[config.mk]
export PLATFORM = sky130hd
export DESIGN_NAME = pl_cell
export DESIGN_NICKNAME = d
export VERILOG_FILES = /design/src/pl_pkg.sv /design/src/pl_cell.sv
export SDC_FILE = /design/constraint.sdc
export NUM_CORES = 1
export LEC_CHECK = 0
export ABC_AREA = 1
export BUFFER_PORTS_ARGS = -buffer_cell sky130_fd_sc_hd__buf_4
export CAP_MARGIN = 40
export CORE_MARGIN = 2
export CORE_UTILIZATION = 49
export DETAILED_ROUTE_END_ITERATION = 10
export GPL_TIMING_DRIVEN = 0
export PLACE_DENSITY = 0.95
export SLEW_MARGIN = 10
export SYNTH_ARGS = -nofsm -noshare
export SYNTH_HDL_FRONTEND = slang
export SYNTH_SLANG_ARGS = --single-unit
[constraint.sdc]
create_clock -name clk -period 6 [get_ports clk]
set_input_delay 0.9 -clock clk [delete_from_list [all_inputs] [get_ports clk]]
set_output_delay 0.9 -clock clk [all_outputs]
set_load 0.01 [all_outputs]
[src/pl_pkg.sv]
`timescale 1ns / 1ps
// ----------------------------------------------------------------------------
// pl_pkg
// Shared types and constants of the positional list engine: operation codes,
// status codes, controller states, the cell control group and field widths.
// ----------------------------------------------------------------------------
package pl_pkg;

  localparam int OPCODE_W = 3;
  localparam int POS_W    = 7;
  localparam int DATA_W   = 32;
  localparam int STATUS_W = 2;
  localparam int LEN_W    = 7;

  localparam int IN_TDATA_W  = 48;
  localparam int OUT_TDATA_W = 48;

  typedef enum logic [OPCODE_W-1:0] {
    OP_INS_FRONT = 3'd0,
    OP_INS_END   = 3'd1,
    OP_INS_POS   = 3'd2,
    OP_DEL_FRONT = 3'd3,
    OP_DEL_END   = 3'd4,
    OP_DEL_POS   = 3'd5,
    OP_READ_POS  = 3'd6
  } op_t;

  localparam logic [STATUS_W-1:0] STAT_DONE = 2'd0;
  localparam logic [STATUS_W-1:0] STAT_BAD  = 2'd1;
  localparam logic [STATUS_W-1:0] STAT_FULL = 2'd2;

  typedef enum logic [1:0] {
    ST_IDLE,
    ST_REDUCE,
    ST_SEND
  } state_t;

  // Broadcast to every cell in the accept cycle.
  typedef struct packed {
    logic ins;
    logic del;
    logic pick;
  } cell_ctl_t;

endpackage

[src/pl_cell.sv]
`timescale 1ns / 1ps
// ----------------------------------------------------------------------------
// pl_cell
// One slot of the list. It holds a single value, takes its lower neighbor on
// an insert above the target slot, its upper neighbor on a delete at or above
// the target slot, and captures its own value when it is the target of a pick.
// ----------------------------------------------------------------------------
module pl_cell #(
  parameter int W  = 32,
  parameter int IW = 6,
  parameter int J  = 0
) (
  input  logic              clk,
  input  pl_pkg::cell_ctl_t ctl,
  input  logic [IW-1:0]     idx,
  input  logic [W-1:0]      new_val,
  input  logic [W-1:0]      lo_val,
  input  logic [W-1:0]      hi_val,
  output logic [W-1:0]      val,
  output logic [W-1:0]      pick
);

  logic at_idx;
  logic above;

  assign at_idx = (idx == IW'(J));
  assign above  = (IW'(J) > idx);

  always_ff @(posedge clk) begin
    if (ctl.ins) begin
      if (at_idx) begin
        val <= new_val;
      end else if (above) begin
        val <= lo_val;
      end
    end else if (ctl.del && (at_idx || above)) begin
      val <= hi_val;
    end
    if (ctl.pick) begin
      pick <= at_idx ? val : '0;
    end
  end

endmodule

## Word level (Yosys, flattened, before mapping)

Cells that the tools add are included.

| word-level totals | value |
|---|---|
| register bits after elaboration | 64 |
| bits of input ports | 106 |
| output and inout port bits | 64 |

| cells by class | value |
|---|---|
| order comparisons | 1 |
| equality and inequality tests | 1 |
| muxes and demuxes | 4 |
| reduce and logical (&&, ||, !) cells | 5 |

Operator list:

| cell | count |
|---|---|
| 32-bit two-way mux | 4 |
| 1-bit by 6-bit greater-than comparator with 1-bit output, first input constant | 1 |
| 6-bit zero test | 1 |
| 3-bit by 1-bit inequality test with 1-bit output, second input constant | 1 |
| 2-bit AND reduction | 1 |
| 2-bit nonzero test | 1 |
| 1-bit logical AND | 1 |
| 1-bit logical OR | 1 |

## Logic depth before layout (Yosys ltp)

Gate-level depths: netlist (run 1).

| depth | value |
|---|---|
| word-level depth | 5 |
| mapped depth | 7 |

## Worst setup path after synthesis (run 1)

No wires, ideal clock.

| timing | value |
|---|---|
| kind | input-to-reg |
| start | input idx[1] |
| end | register val[0], enable pin |
| library setup time | 0.421 ns |
| arrival time | 2.886 ns |
| setup slack | 2.693 ns |
| cell stages on the path | 5 |
| cell sequence | nor2_2 nand3_1 buf_2 buf_2 nor2_1 |

| between the ends | value |
|---|---|
| longest elaborated chain between the ends | 5 |

RTL lines:

| element | RTL line | text |
|---|---|---|
| from (decl) | pl_cell.sv:15 | `input logic [IW-1:0] idx,` |
| 1-bit by 6-bit greater-than comparator with 1-bit output / 6-bit zero test (equally long branches) | pl_cell.sv:27, pl_cell.sv:26 |  |
| 1-bit logical OR | pl_cell.sv:36 | `end else if (ctl.del && (at_idx \|\| above)) begin` |
| 1-bit logical AND | pl_cell.sv:36 |  |
| 2-bit nonzero test (no source line) | -- |  |
| 2-bit AND reduction (no source line) (*) | -- |  |
| to (signal assigned) | pl_cell.sv:32 | `val <= new_val;` |
| to (signal assigned) | pl_cell.sv:34 | `val <= lo_val;` |
| to (signal assigned) | pl_cell.sv:37 | `val <= hi_val;` |
| to (decl) | pl_cell.sv:19 | `output logic [W-1:0] val,` |

Mark *: on every way between the ends. The rest lies on a longest branch, timed or not.
A chain may end at the register's enable or synchronous reset.

## Worst setup path after layout (run 1)

| timing | value |
|---|---|
| start | input idx[5] |
| end | register val[8], enable pin |

Same word-level chain as after synthesis.

==> run_results.csv, run 1 <==
group,metric,value,unit
outcome,status,"completed",
detailed_routing,wire_per_inst,15.6,um
detailed_routing,drcViolationCount,0,
floorplanning,pin_count,170,
synth,synth_top_family_by_area,"simple AND/OR/NAND/NOR gates",
synth,syn-num-nets,488,
synth,yosys.area_share.simple,26.7,%
sta,timing.final.crit_share,45.6,%
clocking,clk_path_buf_depth,2,
sta,fmax,0.366,GHz
worst_setup_path,cpMostUsedCell,"buf_2",
worst_setup_path,cp_cell_sequence,"buf_4, nor2_2, nand3_1, buf_2, buf_2, nor2_4",
floorplanning,fp-row-count,29,
power,p_per_area,211,mW/mm2
synth,ys_types,12,
synth,synth_area_leaders,"edfxtp_1 (59%), inv_1 (11%), nand2_1 (11%)",
placed_design,gp_congestion,0.826,
synth,synth_cells,382,
worst_setup_path,critical_path_class,"input pin to flip-flop",
worst_hold_path,hold_class,"flip-flop to flip-flop",
sta,slew_headroom,37.3,%
floorplanning,start_util,51.2,%
cells_and_area,fin_nets,667,
worst_setup_path,slowest_stage,"nor2_4",
sta,setup_viol,0,
sta,finalSetupTns,0,ns
sta,worst_hold_slack,0.580,ns
synth,synth_area_leader_cell,"edfxtp_1",
clocking,path_clk_slew,0.07,ns
power,power.leakage,2.63,nW
detailed_routing,vias,3193,
synth,syn_area,0.00327,mm2
power,ir_drop,131,uV
cells_and_area,n_antenna_cell,0,
clocking,clock-sinks,64,
worst_setup_path,cp_num_buf_inv,3,
clocking,cts_made_buffers,9,
clocking,h-tree-depth,3,
sta,rsz0062_at_grt,"no",
worst_setup_path,worst-path-max-fanout,32,
global_route,antenna_found_initial,0,
clocking,post_cts_resized,0,
floorplanning,die_w,85.7,um
floorplanning,fp.coreArea,0.00639,mm2
synth,synth-adder-area-share,0,%
clocking,cts_hold_buffers,0,
worst_setup_path,crit_path_end_kind,"flip-flop",
global_route,gr-usage-all-layers,28.2,%
worst_setup_path,cp_slowest_stage_delay,0.73,ns
floorplanning,dieArea,0.00734,mm2
sta,worstMarginPinSlew,0.938,ns
detailed_routing,totalWireLength,10000,um
cells_and_area,drive_gt1_share,34.6,%
run,drv_cap,0,
sta,slew_viol_final,0,
synth,netlist.area_leader.share,58.8,%
worst_setup_path,critPathRequiredTime,5.95,ns
synth,ys_seq_area_share,58.8,%
synth,synth_area_per_cell,8.56,um2
sta,skew,0.00868,ns
sta,hold_violations,0,
synth,ys_ff_latch,64,
synth,yosys_warnings,0,
cells_and_area,area_delta_synth_final,47.8,%
detailed_routing,via_per_inst,4.98,
clocking,worstSkewPairLatency,0.33,ns
global_route,grt_max_degree,33,
worst_setup_path,crit_path_start_kind,"input pin",
synth,synthXorXnorAreaFrac,0,%
synth,synth_compound_area_share,0,%
synth,synth.mux.area_fraction,0,%
worst_setup_path,cp_top_family,"simple AND/OR/NAND/NOR gates",
detailed_routing,dr.pass1.iters,4,
floorplanning,die_y,85.7,um
global_route,grt_pass1_wl,15800,um
global_route,grt_pass1_vias,3279,
clocking,cts_tree,"yes",
worst_setup_path,arrival,2.68,ns
global_route,grt_overflow,0,
detailed_routing,drtAntennaViolNets,0,
clocking,cts_setup_buffers,0,
sta,fin_crit,2.73,ns
placed_design,portBuffers,168,
detailed_routing,drt-initial-drc-count,180,
placed_design,hpwl,7480,um
clocking,clock-root-buffer,"clkbuf_8",
[final cells by class]
type	instances	area, um2
fill	466	1560
clock inverter	5	73.8
buffer	23	110
clock buffer	9	124
multi-input combinational	198	880
timing repair buffer	168	1260
tap	77	96.3
sequential	64	1920
inverter	97	364
[cells in the final DEF, fill, tap and decap left out, drive strengths merged]
master and instances:
buf 178, inv 97, nand2 96, edfxtp 64, nor2 37, nand3 33
nand4 32, clkbuf 22, clkinv 3, bufinv 2
[through the flow]
stage          setup WS [ns]  power, mW  std cells  util (%)  area, um2
2_1_floorplan           2.69      0.566        382         -       3270
3_3_place_gp            1.84      0.646        627      72.4       4630
3_5_place_dp            2.93      0.650        627      72.6       4630
4_1_cts                 3.27       1.02        641      75.6       4830
5_1_grt                 3.18       1.06        641      75.6       4830
6_report                3.27       1.02        641      75.6       4830
[tightest hold or removal path: stages (launching register included)]
cell,delay [ns]
edfxtp_1,0.35
inv_1,0.04
nor2_1,0.08
[power by group]
group	switching, mW	internal, mW
registers	0.00336	0.502
logic	0.0656	0.0712
clock network	0.153	0.226
total	0.222	0.800
[kinds of logic after synthesis]
group | count (synthesis)
buffers and inverters | 120
DFF | 64
and+or+nand+nor | 198
[registers in the layout (all words and copies together) (netlist names)]
register	count
val	32
pick	32
[path summary, 6_finish.rpt]
kind	cells after the start	slack [ns]	end	from
setup / recovery	6	3.27	val[8]$_DFFE_PP_	idx[5]
hold / removal	2	0.58	pick[8]$_SDFFCE_PP0P_	val[8]$_DFFE_PP_
setup reg to reg	2	5.13	pick[29]$_SDFFCE_PP0P_	val[29]$_DFFE_PP_
hold reg to reg	2	0.58	pick[8]$_SDFFCE_PP0P_	val[8]$_DFFE_PP_
[Yosys cell counts, drive strengths merged]
library cell,instances
nand3,33
nand2,96
nor2,37
inv,97
edfxtp,64
buf,10
clkbuf,13
nand4,32
[layer usage]
layer / routed length [um] / vias up / share of wire, % / GRT usage [%]
li1: - / 1548 / - / -
met1: 3690 / 1476 / 37 / 33.2
met2: 5360 / 149 / 54 / 50.0
met3: 694 / 20 / 6.9 / 4.14
met4: 268 / 0 / 2.7 / 14.1
met5: 0 / - / 0 / 0
Note: power is estimated with default switching activity, not from simulation.
==> run 2: changes to the inputs <==
Settings changed: CORE_UTILIZATION 49 to 45, PLACE_DENSITY 0.95 to 0.89.
Clock period 6 ns to 2.8 ns, I/O delays scaled along.
==> run_results.csv, run 2 (synthesis results as in run 1) <==
group,metric,value,unit
cells_and_area,area_delta_synth_final,49.5,%
detailed_routing,dr.pass1.iters,5,
cells_and_area,biggestRegsByFlops,"pick (32), val (32)",
detailed_routing,drtAntennaViolNets,0,
worst_hold_path,hold_end,"val[25]$_DFFE_PP_",
clocking,cts_hold_buffers,0,
sta,setup_viol,0,
global_route,grt_overflow,0,
clocking,worstSkewPairLatency,0.33,ns
cells_and_area,n_antenna_cell,0,
global_route,grt_max_degree,33,
detailed_routing,drt-initial-drc-count,129,
clocking,cts_made_buffers,9,
power,seq_power_share,49.0,%
global_route,antenna_found_initial,0,
detailed_routing,wire_per_inst,15.0,um
worst_setup_path,crit_path_start_kind,"input pin",
cells_and_area,layout.area.seq,0.00192,mm2
floorplanning,fp.coreArea,0.00714,mm2
placed_design,dpl.cell_count,650,
worst_setup_path,arrival,1.78,ns
sta,fin_crit,1.75,ns
sta,hold_violations,0,
placed_design,dpl-instance-area,0.00468,mm2
run,drv_cap,0,
cells_and_area,fin_area,0.00488,mm2
clocking,h-tree-depth,3,
floorplanning,die_w,89.2,um
power,swShare,21.7,%
cells_and_area,multi_input_area,880,um2
floorplanning,die_y,89.2,um
cells_and_area,drive_gt1_share,34.4,%
sta,timing.final.crit_share,62.6,%
power,pwr-share-clk,37.5,%
sta,fmax,0.571,GHz
sta,worstMarginPinSlew,0.566,ns
worst_setup_path,worst-path-max-fanout,31,
worst_setup_path,critical_path_class,"input pin to flip-flop",
worst_setup_path,rr_worst_depth,2,
floorplanning,start_util,45.8,%
sta,skew,0.00940,ns
power,power_frac_comb,13.4,%
floorplanning,fp-row-count,31,
cells_and_area,instances_no_fill,666,
cells_and_area,fin_util,68.4,%
detailed_routing,drcViolationCount,0,
outcome,status,"completed",
clocking,post_cts_resized,0,
placed_design,gp_congestion,0.820,
power,internal_power,1.73,mW
cells_and_area,final_cell_mix,"buf_4 (168), inv_1 (96), nand2_1 (96)",
detailed_routing,totalWireLength,9960,um
floorplanning,dieArea,0.00796,mm2
worst_setup_path,crit_path_end_kind,"flip-flop",
worst_setup_path,r2r_setup_slack,2.00,ns
sta,worst_hold_slack,0.354,ns
sta,slew_headroom,62.2,%
power,p_sw,0.480,mW
power,power.leakage,2.63,nW
cells_and_area,fin_nets,668,
global_route,grt_pass1_wl,14200,um
clocking,path_clk_slew,0.07,ns
cells_and_area,num-fill-cells,602,
clocking,clk_path_buf_depth,2,
clocking,clock-sinks,64,
placed_design,hpwl,7330,um
cells_and_area,final_common_cell,"buf_4",
clocking,clock-root-buffer,"clkbuf_8",
worst_hold_path,hold_depth,3,
sta,slew_viol_final,0,
detailed_routing,vias,3235,
worst_setup_path,r2r-start,"val[21]$_DFFE_PP_",
worst_setup_path,reg2reg_to,"pick[21]$_SDFFCE_PP0P_",
power,p_per_area,452,mW/mm2
detailed_routing,via_per_inst,4.86,
clocking,cts_tree,"yes",
worst_setup_path,critPathRequiredTime,2.82,ns
sta,rsz0062_at_grt,"no",
global_route,gr-usage-all-layers,24.3,%
global_route,grt_pass1_vias,3067,
sta,finalSetupTns,0,ns
placed_design,portBuffers,168,
power,ir_drop,220,uV
clocking,cts_setup_buffers,0,
floorplanning,pin_count,170,
worst_hold_path,worstHoldStart,"hi_val[25]",
worst_hold_path,hold_class,"input pin to flip-flop",
==> run 2: cell types whose count changed in the layout (fill, tap and decap cells not counted), sizes merged <==
cell    before  now
clkbuf      22   25
buf        178  179
clkinv       3    2
==> run 2: metrics by stage <==
stage / setup WS [ns] / total power, mW
global placement: -0.220 / 1.38
finish: 1.05 / 2.21
floorplan: 0.508 / 1.21
detailed placement: 0.702 / 1.40
global route: 0.917 / 2.29
CTS: 1.05 / 2.22
==> run 2: how the worst max path moves through the flow <==
stage                      start                 to  slack (ns)  cells past startpoint
after floorplan           idx[1]   val[0]$_DFFE_PP_        0.51                      5
after global placement    idx[1]  val[16]$_DFFE_PP_       -0.22                      6
after detailed placement  idx[1]  val[16]$_DFFE_PP_        0.70                      7
after CTS                 idx[1]  val[14]$_DFFE_PP_        1.05                      7
after global routing      idx[1]  val[23]$_DFFE_PP_        0.92                      7
final                     idx[1]  val[23]$_DFFE_PP_        1.05                      7
==> run 2: metal layers <==
metal | track usage [%] | wire (um)
met1 | 27.2 | 3680
met2 | 44.8 | 5190
met3 | 3.97 | 701
met4 | 11.1 | 385
met5 | 0 | 0
==> run 2: critical path, stage by stage <==
cell	delay, ns
buf_4	0.11
nor2_2	0.28
nand3_1	0.13
buf_2	0.22
buf_2	0.22
nor2_4	0.15
buf_12	0.22
==> run 2: cell type report <==
cell class,instances,share of cell area (%)
sequential,64,39.3
clock buffer,12,2.77
buffer,23,2.25
tap,99,2.54
clock inverter,4,1.41
multi-input combinational,198,18.0
inverter,97,7.45
timing repair buffer,169,26.2
==> run 2: power groups by stage <==
stage / registers [mW] / logic, mW / clock network (mW)
finish: 1.08 / 0.296 / 0.828
global route: 1.08 / 0.325 / 0.879
CTS: 1.08 / 0.296 / 0.842
detailed placement: 1.10 / 0.294 / 0
global placement: 1.10 / 0.283 / 0
floorplan: 1.11 / 0.101 / 0
